<file path="src/hw/rtl/cbc_pkg.sv">
`default_nettype none
package cbc_pkg;

  localparam int ADDR_W       = 16;
  localparam int DATA_W       = 8;
  localparam int ROM_ADDR_W   = 21;
  localparam int KIND_W       = 2;
  localparam int ROM_CNT_W    = 8;
  localparam int RAM_CNT_W    = 3;
  localparam int BANK_W       = 7;
  localparam int KEY_W        = 4;
  localparam int SEL_W        = 4;
  localparam int CFG_IDX_W    = 1;
  localparam int RAM_WIN_BITS = 13;
  localparam int ROM_WIN_BITS = 14;
  localparam int CLK_REGS     = 5;
  localparam int CLK_IDX_W    = 3;

  localparam logic [ADDR_W-1:0]    CTRL_END      = 16'h8000;
  localparam logic [ADDR_W-1:0]    RAM_BASE      = 16'hA000;
  localparam logic [ADDR_W-1:0]    RAM_END       = 16'hC000;
  localparam logic [KEY_W-1:0]     ENABLE_KEY    = 4'hA;
  localparam logic [DATA_W-1:0]    OPEN_BUS      = 8'hFF;
  localparam logic [SEL_W-1:0]     CLK_SEL_BASE  = 4'h8;
  localparam logic [SEL_W-1:0]     CLK_SEL_LAST  = 4'hC;
  localparam logic [ROM_CNT_W-1:0] ROM_CNT_RESET = 8'd128;
  localparam logic [RAM_CNT_W-1:0] RAM_CNT_RESET = 3'd4;
  localparam logic [BANK_W-1:0]    BANK_RESET    = 7'd1;

  typedef enum logic [KIND_W-1:0] {
    KIND_HERE = 2'd0,
    KIND_ROM  = 2'd1,
    KIND_PASS = 2'd2
  } kind_t;

  typedef enum logic [CFG_IDX_W-1:0] {
    CFG_ROM_BANKS = 1'b0,
    CFG_RAM_BANKS = 1'b1
  } cfg_idx_t;

  // control register region below 0x8000, selected by address bits 14:13
  typedef enum logic [1:0] {
    REG_KEY   = 2'd0,
    REG_BANK  = 2'd1,
    REG_SEL   = 2'd2,
    REG_LATCH = 2'd3
  } reg_sel_t;

endpackage
`default_nettype wire

</file>
<file path="src/hw/rtl/cbc_bank_mod.sv">
`default_nettype none
// restoring remainder, one dividend bit per cycle
module cbc_bank_mod (
  input  wire logic                              clk,
  input  wire logic                              rst_n,
  input  wire logic                              start,
  input  wire logic [cbc_pkg::BANK_W-1:0]        dividend,
  input  wire logic [cbc_pkg::ROM_CNT_W-1:0]     divisor,
  output logic                                   busy,
  output logic      [cbc_pkg::BANK_W-1:0]        rem
);

  localparam int CNT_W = $clog2(cbc_pkg::BANK_W);

  logic [cbc_pkg::ROM_CNT_W-1:0] rem_r, rem_nxt;
  logic [cbc_pkg::BANK_W-1:0]    dvd_r, dvd_nxt;
  logic [cbc_pkg::ROM_CNT_W-1:0] dvs_r, dvs_nxt;
  logic [CNT_W-1:0]              cnt_r, cnt_nxt;
  logic                          busy_r, busy_nxt;
  logic [cbc_pkg::ROM_CNT_W-1:0] trial;

  always_comb begin
    rem_nxt  = rem_r;
    dvd_nxt  = dvd_r;
    dvs_nxt  = dvs_r;
    cnt_nxt  = cnt_r;
    busy_nxt = busy_r;
    trial    = {rem_r[cbc_pkg::ROM_CNT_W-2:0], dvd_r[cbc_pkg::BANK_W-1]};
    if (start) begin
      rem_nxt  = '0;
      dvd_nxt  = dividend;
      dvs_nxt  = divisor;
      cnt_nxt  = CNT_W'(cbc_pkg::BANK_W - 1);
      busy_nxt = 1'b1;
    end else if (busy_r) begin
      rem_nxt = (trial >= dvs_r) ? trial - dvs_r : trial;
      dvd_nxt = {dvd_r[cbc_pkg::BANK_W-2:0], 1'b0};
      cnt_nxt = cnt_r - 1'b1;
      if (cnt_r == '0) begin
        busy_nxt = 1'b0;
      end
    end
  end

  always_ff @(posedge clk) begin
    if (!rst_n) begin
      busy_r <= 1'b0;
      rem_r  <= cbc_pkg::ROM_CNT_W'(cbc_pkg::BANK_RESET);
    end else begin
      busy_r <= busy_nxt;
      rem_r  <= rem_nxt;
    end
    dvd_r <= dvd_nxt;
    dvs_r <= dvs_nxt;
    cnt_r <= cnt_nxt;
  end

  assign busy = busy_r;
  assign rem  = rem_r[cbc_pkg::BANK_W-1:0];

endmodule
`default_nettype wire

</file>
<file path="config.mk">
export PLATFORM = sky130hd
export DESIGN_NAME = cbc_bank_mod
export DESIGN_NICKNAME = d
export VERILOG_FILES = /design/src/hw/rtl/cbc_pkg.sv /design/src/hw/rtl/cbc_bank_mod.sv
export SDC_FILE = /design/constraint.sdc
export NUM_CORES = 1
export LEC_CHECK = 0
export ABC_AREA = 1
export BUFFER_PORTS_ARGS = -buffer_cell sky130_fd_sc_hd__buf_2
export CAP_MARGIN = 20
export CORE_ASPECT_RATIO = 1.5
export CORE_MARGIN = 2
export CORE_UTILIZATION = 25
export DETAILED_ROUTE_END_ITERATION = 7
export SYNTH_ARGS = -nofsm -noshare
export SYNTH_HDL_FRONTEND = slang
export SYNTH_SLANG_ARGS = --single-unit
</file>
<file path="constraint.sdc">
create_clock -name clk -period 2.1 [get_ports clk]
set_input_delay 0.315 -clock clk [delete_from_list [all_inputs] [get_ports clk]]
set_output_delay 0.315 -clock clk [all_outputs]
set_load 0.01 [all_outputs]
</file>
## After elaboration in Yosys (flattened, before gate mapping)

Index checks and enable logic that the tools add are counted.

| word-level totals | value |
|---|---|
| logic and storage cells | 21 |
| bits in registers | 26 |
| input bits | 18 |
| output and inout bits | 8 |

| cells by class | value |
|---|---|
| magnitude comparators | 1 |
| bitwise operators | 1 |
| mux-type cells | 8 |
| reductions and logical operators | 3 |
| add/sub/neg operators | 2 |

Operators with widths:

| cell | count |
|---|---|
| $mux W7 | 3 |
| $ge A8 B8 Y1 | 1 |
| $sub A7 B7 Y7 | 1 |
| $mux W1 | 5 |
| $logic_not A3 Y1 | 1 |
| $sub A3 B1 Y3 const B | 1 |
| $reduce_bool A2 Y1 | 1 |
| $reduce_or A2 Y1 | 1 |
| $not A1 Y1 | 1 |

## Longest topological paths before layout

Gate-level depths: netlist of run 1.

| logic depth | value |
|---|---|
| depth in word-level cells | 4 |
| depth in mapped cells | 13 |
| depth with buffers taken out | 12 |

## Worst setup path before layout of run 1

Ideal clock, no wire load.

| path | value |
|---|---|
| path type | reg-to-reg |
| start | reg dvd_r[6] in the netlist's numbering |
| end | reg rem_r[3] in the netlist's numbering |
| required time | 1.987 ns |
| setup time | 0.113 ns |
| arrival | 1.634 ns |
| clock period less this slack | 1.747 ns |
| buffers on the path | 1 |
| path slack | 0.353 ns |
| cell stages (with the launch flop) | 13 |
| path through | edfxtp_1 -> inv_1 -> ha_1 -> fa_1 -> inv_1 -> nand2_1 -> nand2_1 -> nand3_2 -> nand3_2 -> buf_6 -> o21ai_1 -> o21ai_1 -> inv_1 |

| on the way | value |
|---|---|
| word-level cells in the longest chain between the ends | 2 |
| elaborated cells on any way between the ends | 3 |
| classes of those cells | add/sub (1); order compare (1); mux (1) |

RTL lines:

| element | line | text |
|---|---|---|
| start, declared | cbc_bank_mod.sv:16 | `logic [cbc_pkg::BANK_W-1:0] dvd_r, dvd_nxt;` |
| start signal, assigned | cbc_bank_mod.sv:53 | `dvd_r <= dvd_nxt;` |
| $sub A7 B7 Y7 or $ge A8 B8 Y1 (tied branches) | cbc_bank_mod.sv:36 | `rem_nxt = (trial >= dvs_r) ? trial - dvs_r : trial;` |
| $mux W7 (*) | cbc_bank_mod.sv:36 |  |
| end signal, assigned | cbc_bank_mod.sv:48 | `rem_r <= cbc_pkg::ROM_CNT_W'(cbc_pkg::BANK_RESET);` |
| end signal, assigned | cbc_bank_mod.sv:51 | `rem_r <= rem_nxt;` |
| end, declared | cbc_bank_mod.sv:15 | `logic [cbc_pkg::ROM_CNT_W-1:0] rem_r, rem_nxt;` |

Mark *: on every way between the ends. The rest lies on a longest branch, timed or not.
A chain may end at the register's enable or synchronous reset.

## Worst setup path in the final report of run 1

| path | value |
|---|---|
| start | reg dvs_r[0] in the netlist's numbering |
| end | reg rem_r[6] in the netlist's numbering |

| on the way | value |
|---|---|
| word-level cells in the longest chain between the ends | 2 |
| elaborated cells on any way between the ends | 3 |
| classes of those cells | add/sub (1); order compare (1); mux (1) |

RTL lines:

| element | line | text |
|---|---|---|
| start, declared | cbc_bank_mod.sv:17 | `logic [cbc_pkg::ROM_CNT_W-1:0] dvs_r, dvs_nxt;` |
| start signal, assigned | cbc_bank_mod.sv:54 | `dvs_r <= dvs_nxt;` |
| $sub A7 B7 Y7 or $ge A8 B8 Y1 (tied branches) | cbc_bank_mod.sv:36 |  |
| $mux W7 (*) | cbc_bank_mod.sv:36 |  |

Marks and branches as above.

==> metrics, run 1 <==
run status=finished, final reports clean; Worst Path Max Fanout=3; Worst Tran Pin Value=355 ps; WP data required=between 2000 and 2500 ps; syn_area_per_cell=8.21 sq um; synthesized instance count=181; ANT nets after route=0; post-synth top area cell=edfxtp_1; Critical Path Sink Type=flop; CTS tree=built; max_cap viols=0; first-pass GRT wire length=5.38 mm; fin nets=about 240; number of synthesized flops with an enable pin=15; most used cell, CP=nand2_1; die area=around 6600 sq um; # diodes=0; count of cell types in the netlist=26; synthesis-to-layout area growth=19.2%; die height=98.4 microns; Sw Ratio=0.252; Mapped Nets=210; sequential cell area fraction in the yosys report=0.451; post-route setup TNS=0 ps; final wirelength=3.05 mm; HP Class=input port to flop; R2R cell count=11; min cycle time layout=1900 ps; DR WL/cell=10.8 microns; RSZ-0062 raised after global routing=false; DRC=0; reg2reg setup slack=200 ps; Initial Utilization=0.257; DIE WIDTH=67.0 microns; Slew Viols, Final=0; CP peak stage delay=about 420 ps; placeable core area=5790 sq um; routed vias=1211; CTS Sinks=26; DR iter-0 viols=19; asr flop ratio synth=0; initial antenna violation count=0; synthesized area=approximately 1500 sq um; non-filler cells, final=approximately 280; Seq pwr share=0.488; crit start category=flop; ys flop type=edfxtp_1; vias per cell=approximately 4.3; Final Hold Fails=0; dpl cells=277; vias in the first global route=1269; final setup vio count=0; most frequent cell after synthesis=nand2_1; top cells by count, synth=53 x nand2_1, 38 x inv_1, 15 x edfxtp_1; CTS clk-pin slew, worst paths=100 ps; Clock Path Buffers=2; post-route setup slack=roughly 200 ps; # rows=34; top post-synthesis cells by area=edfxtp_1 30%, dfxtp_1 15%, nand2_1 13%, inv_1 9.6%, ha_1 8.4%; pre-CTS WS=167 ps; routability congestion estimate=0.864; crit-path cells=ha_1 > fa_1 > inv_1 > nand2_1 > nand2_1 > nand2_1 > nand2_1 > nand2_1 > nand3b_1 > nand3_1 > a21oi_1; Synth top area share=0.303; total grt overflow=0; hold buffer count at cts=0; slew margin rel.=0.763; Skew-Pair Late Insertion Delay=270 ps; leak pwr=0.902 nW; first-pass iteration count of the detailed router=4; Port Buffers=25; Hold Path Depth=1; fraction of power consumed by combinational cells=0.172; Max Fclk=approximately 530 MHz; P per Cell Area=approximately 690 nW/um^2; Synthesis Warnings=0; switching power=310 uW; share of cells above drive strength 1=0.187; worst IR drop on VDD=about 0.45 mV; Top-Level Pins=26; fin crit share=0.903; HPWL Detailed=around 2.4 mm; total CTS buffers=3; root buffer cell=clkbuf_8; Crit Path Category=flop to flop; Min Hold Slack=210 ps; Slowest cell on crit path=edfxtp_1; Synth Register Bits=26; Clk pwr share=0.340; utilization after layout=0.306; Worst Path Arrival=2100 ps; pin count of the biggest net entering global routing=16; Global Route Usage Sum=0.106; H-tree level count=1; clk_skew=7.39 ps; Pint=917 uW
==> placed cells by master, fill, tap and decap left out, types with 2 or more instances in the layout <==
master	instances
nor2_1	8
a22oi_1	2
buf_2	25
o211ai_1	3
clkbuf_8	3
clkinv_1	2
xnor2_1	2
nand2_1	53
nand2_2	2
a21oi_1	10
inv_1	38
o21ai_0	2
edfxtp_1	15
dfxtp_1	11
nand3_1	6
nand3_2	3
nand4_1	2
ha_1	10
o21ai_1	2
==> critical path: cells and delay by family, from the launching register on <==
kind                     cells  cell delay [ps]
adder cells (fa/ha/maj)      2              610
AND/OR/NAND/NOR              7              560
flip-flops                   1              420
AO/OA/AOI/OAI                1              150
buffers and inverters        1               90
==> per-layer routing <==
layer	part of all wire	wire [microns]	GRT usage
met5	0	0	0
met4	0.044	133	0.0675
met3	0.033	100	0.0148
met2	0.52	1590	0.191
met1	0.40	1220	0.112
==> state kept, by name, indices dropped and copies added, names as in the netlist <==
name   cells
dvs_r      8
busy       1
cnt_r      3
rem_r      7
dvd_r      7
==> cell families (layout without fill, tap and decap cells) <==
group / Yosys count / after routing / synth area share
simple gates: 79 / 79 / 0.239
buf+inv: 42 / 70 / 0.112
flops: 26 / 26 / 0.451
compound gates: 21 / 21 / 0.0884
fa+ha+maj: 11 / 11 / 0.0976
xor+xnor: 2 / 2 / 0.0118
==> stage by stage <==
stage / total power [mW] / instance area (sq um)
after floorplan: 0.758 / 1490
final: 1.23 / 1770
after global placement: 0.817 / 1690
after CTS: 1.24 / 1760
after global routing: 1.29 / 1770
after detailed placement: 0.822 / 1690
==> power by group through the flow <==
stage / Clock [mW] / Sequential [mW] / Combinational, mW
6_report: 0.417 / 0.599 / 0.211
2_1_floorplan: 0 / 0.608 / 0.150
4_1_cts: 0.424 / 0.600 / 0.212
3_3_place_gp: 0 / 0.610 / 0.206
3_5_place_dp: 0 / 0.611 / 0.211
5_1_grt: 0.445 / 0.604 / 0.245
==> worst paths after layout <==
path / start / to
worst max-delay path: dvs_r[0]$_DFFE_PP_ / rem_r[6]$_SDFFE_PP0P_
worst min-delay path: divisor[2] / dvs_r[2]$_DFFE_PP_
worst max register to register: dvs_r[0]$_DFFE_PP_ / rem_r[6]$_SDFFE_PP0P_
worst min register to register: cnt_r[1]$_SDFFE_PP1P_ / cnt_r[1]$_SDFFE_PP1P_
==> repair_timing <==
item                                    4_1_cts  5_1_grt
endpoints found under the setup margin        0        1
buffers inserted                              0        0
gates resized for setup                       0        1
endpoints found under the hold margin         0        0
==> area by class of cell <==
cell class                 count  area (sq um)
multi-input combinational    113           657
clock buffer                   3          41.3
fill                         650          4010
sequential                    26           671
tap                           72          90.1
timing repair buffer          26           133
inverter                      40           150
clock inverter                 1          30.0
Power figures use the tool's default switching activity.
==> run 2: changes to the inputs <==
--- a/config.mk
+++ b/config.mk
@@ -12,6 +12,7 @@
 export CORE_MARGIN = 2
 export CORE_UTILIZATION = 25
 export DETAILED_ROUTE_END_ITERATION = 7
+export REMOVE_ABC_BUFFERS = 1
 export SYNTH_ARGS = -nofsm -noshare
 export SYNTH_HDL_FRONTEND = slang
 export SYNTH_SLANG_ARGS = --single-unit
==> metrics, run 2 (synthesized netlist as in run 1, its figures left out) <==
HPWL Detailed=2.39 mm (was 2.44 mm); Min Hold Slack=215 ps (was 210 ps); # diodes=0 (unchanged); slew margin rel.=0.788 (was 0.763); met2 GRT Util=0.188 (was 0.191); CTS clk-pin slew, worst paths=90 ps (was 100 ps); HP Class=input port to flop (unchanged); hold buffer count at cts=0 (unchanged); routability congestion estimate=0.821 (was 0.864); vias in the first global route=1155 (was 1269); CP Buf/Inv Count=3 (was 1); GR Util met1=0.0993 (was 0.112); Clk pwr share=0.336 (was 0.340); die height=98.4 microns (unchanged); Initial Utilization=0.257 (unchanged); most used cell, CP=inv_1 (was nand2_1); vias per cell=4.20 (was 4.31); first-pass iteration count of the detailed router=4 (unchanged); synthesis-to-layout area growth=19.2% (unchanged); Worst Path Arrival=1990 ps (was 2100 ps); Final Hold Fails=0 (unchanged); Post-CTS Repair Setup Buffers=0 (unchanged); crit-path cells=inv_1 > ha_1 > fa_1 > inv_1 > nand2_1 > nand2_1 > nand3_2 > nand3_4 > o21ai_1 > o21ai_1 > inv_1 (was ha_1 > fa_1 > inv_1 > nand2_1 > nand2_1 > nand2_1 > nand2_1 > nand2_1 > nand3b_1 > nand3_1 > a21oi_1); share of cells above drive strength 1=0.187 (unchanged); Critical Path Sink Type=flop (unchanged); most common cell after layout, fill and taps aside=nand2_1 (unchanged); utilization after layout=0.306 (unchanged); Crit Path Category=flop to flop (unchanged); Port Buffers=25 (unchanged); max reg flops=8 (unchanged); Seq pwr share=0.492 (was 0.488); DR WL/cell=10.3 microns (was 10.8 microns); final wirelength=2.90 mm (was 3.05 mm); WP data required=2270 ps (was 2300 ps); Slew Viols, Final=0 (unchanged); Worst Tran Pin Value=316 ps (was 355 ps); Reg with most FFs=dvs_r (unchanged); CTS Sinks=26 (unchanged); fraction of power consumed by combinational cells=0.172 (about the same); initial antenna violation count=0 (unchanged); most frequent cells in the layout=53 x nand2_1, 38 x inv_1, 25 x buf_2 (unchanged); clk_skew=7.01 ps (was 7.39 ps); DIE WIDTH=67.0 microns (unchanged); routed vias=1181 (was 1211); Worst Path Max Fanout=12 (was 3); final instance area=1770 sq um (unchanged); Clock Path Buffers=2 (unchanged); max_cap viols=0 (unchanged); Placed Area=1690 sq um (unchanged); Pint=917 uW (about the same); CP peak stage delay=360 ps (was 420 ps); worst IR drop on VDD=0.257 mV (was 0.453 mV); die area=6590 sq um (unchanged); placeable core area=5790 sq um (unchanged); first-pass GRT wire length=4.86 mm (was 5.38 mm); Skew-Pair Late Insertion Delay=270 ps (about the same); min cycle time layout=1820 ps (was 1900 ps); Largest regs=dvs_r: 8 flops, dvd_r: 7 flops, rem_r: 7 flops (unchanged); total CTS buffers=3 (unchanged); final setup vio count=0 (unchanged); Post-CTS Resized=0 (unchanged); P per Cell Area=685 nW/um^2 (was 692 nW/um^2); Global Route Usage Sum=0.0972 (was 0.106); root buffer cell=clkbuf_8 (unchanged); RSZ-0062 raised after global routing=false (unchanged); run status=finished, final reports clean (unchanged); DR iter-0 viols=36 (was 19); CTS tree=built (unchanged); crit start category=flop (unchanged); Sw Ratio=0.245 (was 0.252); switching power=297 uW (was 310 uW); total grt overflow=0 (unchanged); ANT nets after route=0 (unchanged); leak pwr=0.902 nW (unchanged); fin crit share=0.867 (was 0.903); Slowest cell on crit path=edfxtp_1 (unchanged); fin nets=239 (unchanged); Most Crowded Layer GR=met2 (unchanged); Max Fclk=549 MHz (was 527 MHz); # rows=34 (unchanged); H-tree level count=1 (unchanged); pin count of the biggest net entering global routing=16 (unchanged); DRC=0 (unchanged); Top-Level Pins=26 (unchanged); CP delay by family, top=adder cells (unchanged); post-route setup TNS=0 ps (unchanged); GR Util met3=0.00799 (was 0.0148)
## run 2: cell counts in the layout (fill, tap and decap cells not counted)
No cell type changed its count.
## run 2: area by class of cell
class | instances | area, sq um
inverter | 40 | 150
multi-input combinational | 113 | 657
tap | 72 | 90.1
clock inverter | 1 | 30.0
sequential | 26 | 671
fill | 668 | 4010
clock buffer | 3 | 41.3
timing repair buffer | 26 | 133
## run 2: layer usage
layer,share of wire,wire [microns]
met1,0.40,1150
met5,0,0
met4,0.015,42
met2,0.56,1630
met3,0.022,63
## run 2: metrics by stage
| step | power, mW | cells | setup WS (ps) |
|---|---|---|---|
| 2_1_floorplan | 0.753 | 179 | 378 |
| 3_3_place_gp | 0.817 | 277 | 267 |
| 3_5_place_dp | 0.821 | 277 | 253 |
| 4_1_cts | 1.23 | 281 | 221 |
| 5_1_grt | 1.29 | 281 | 30.0 |
| 6_report | 1.21 | 281 | 279 |
## run 2: power by group through the flow
stage          registers, mW  logic [mW]  clock network [mW]
3_3_place_gp           0.609       0.208                   0
5_1_grt                0.602       0.245               0.440
2_1_floorplan          0.608       0.145                   0
3_5_place_dp           0.609       0.212                   0
6_report               0.597       0.209               0.408
4_1_cts                0.598       0.212               0.422
## run 2: worst paths after layout
check                             start                     to  slack (ps)  depth (start not counted)
setup / recovery     dvd_r[6]$_DFFE_PP_  rem_r[3]$_SDFFE_PP0P_         280                         11
hold / removal               divisor[2]     dvs_r[2]$_DFFE_PP_         220                          1
setup reg to reg     dvd_r[6]$_DFFE_PP_  rem_r[3]$_SDFFE_PP0P_         280                         11
hold reg to reg   cnt_r[0]$_SDFFE_PP0P_  cnt_r[0]$_SDFFE_PP0P_         490                          2
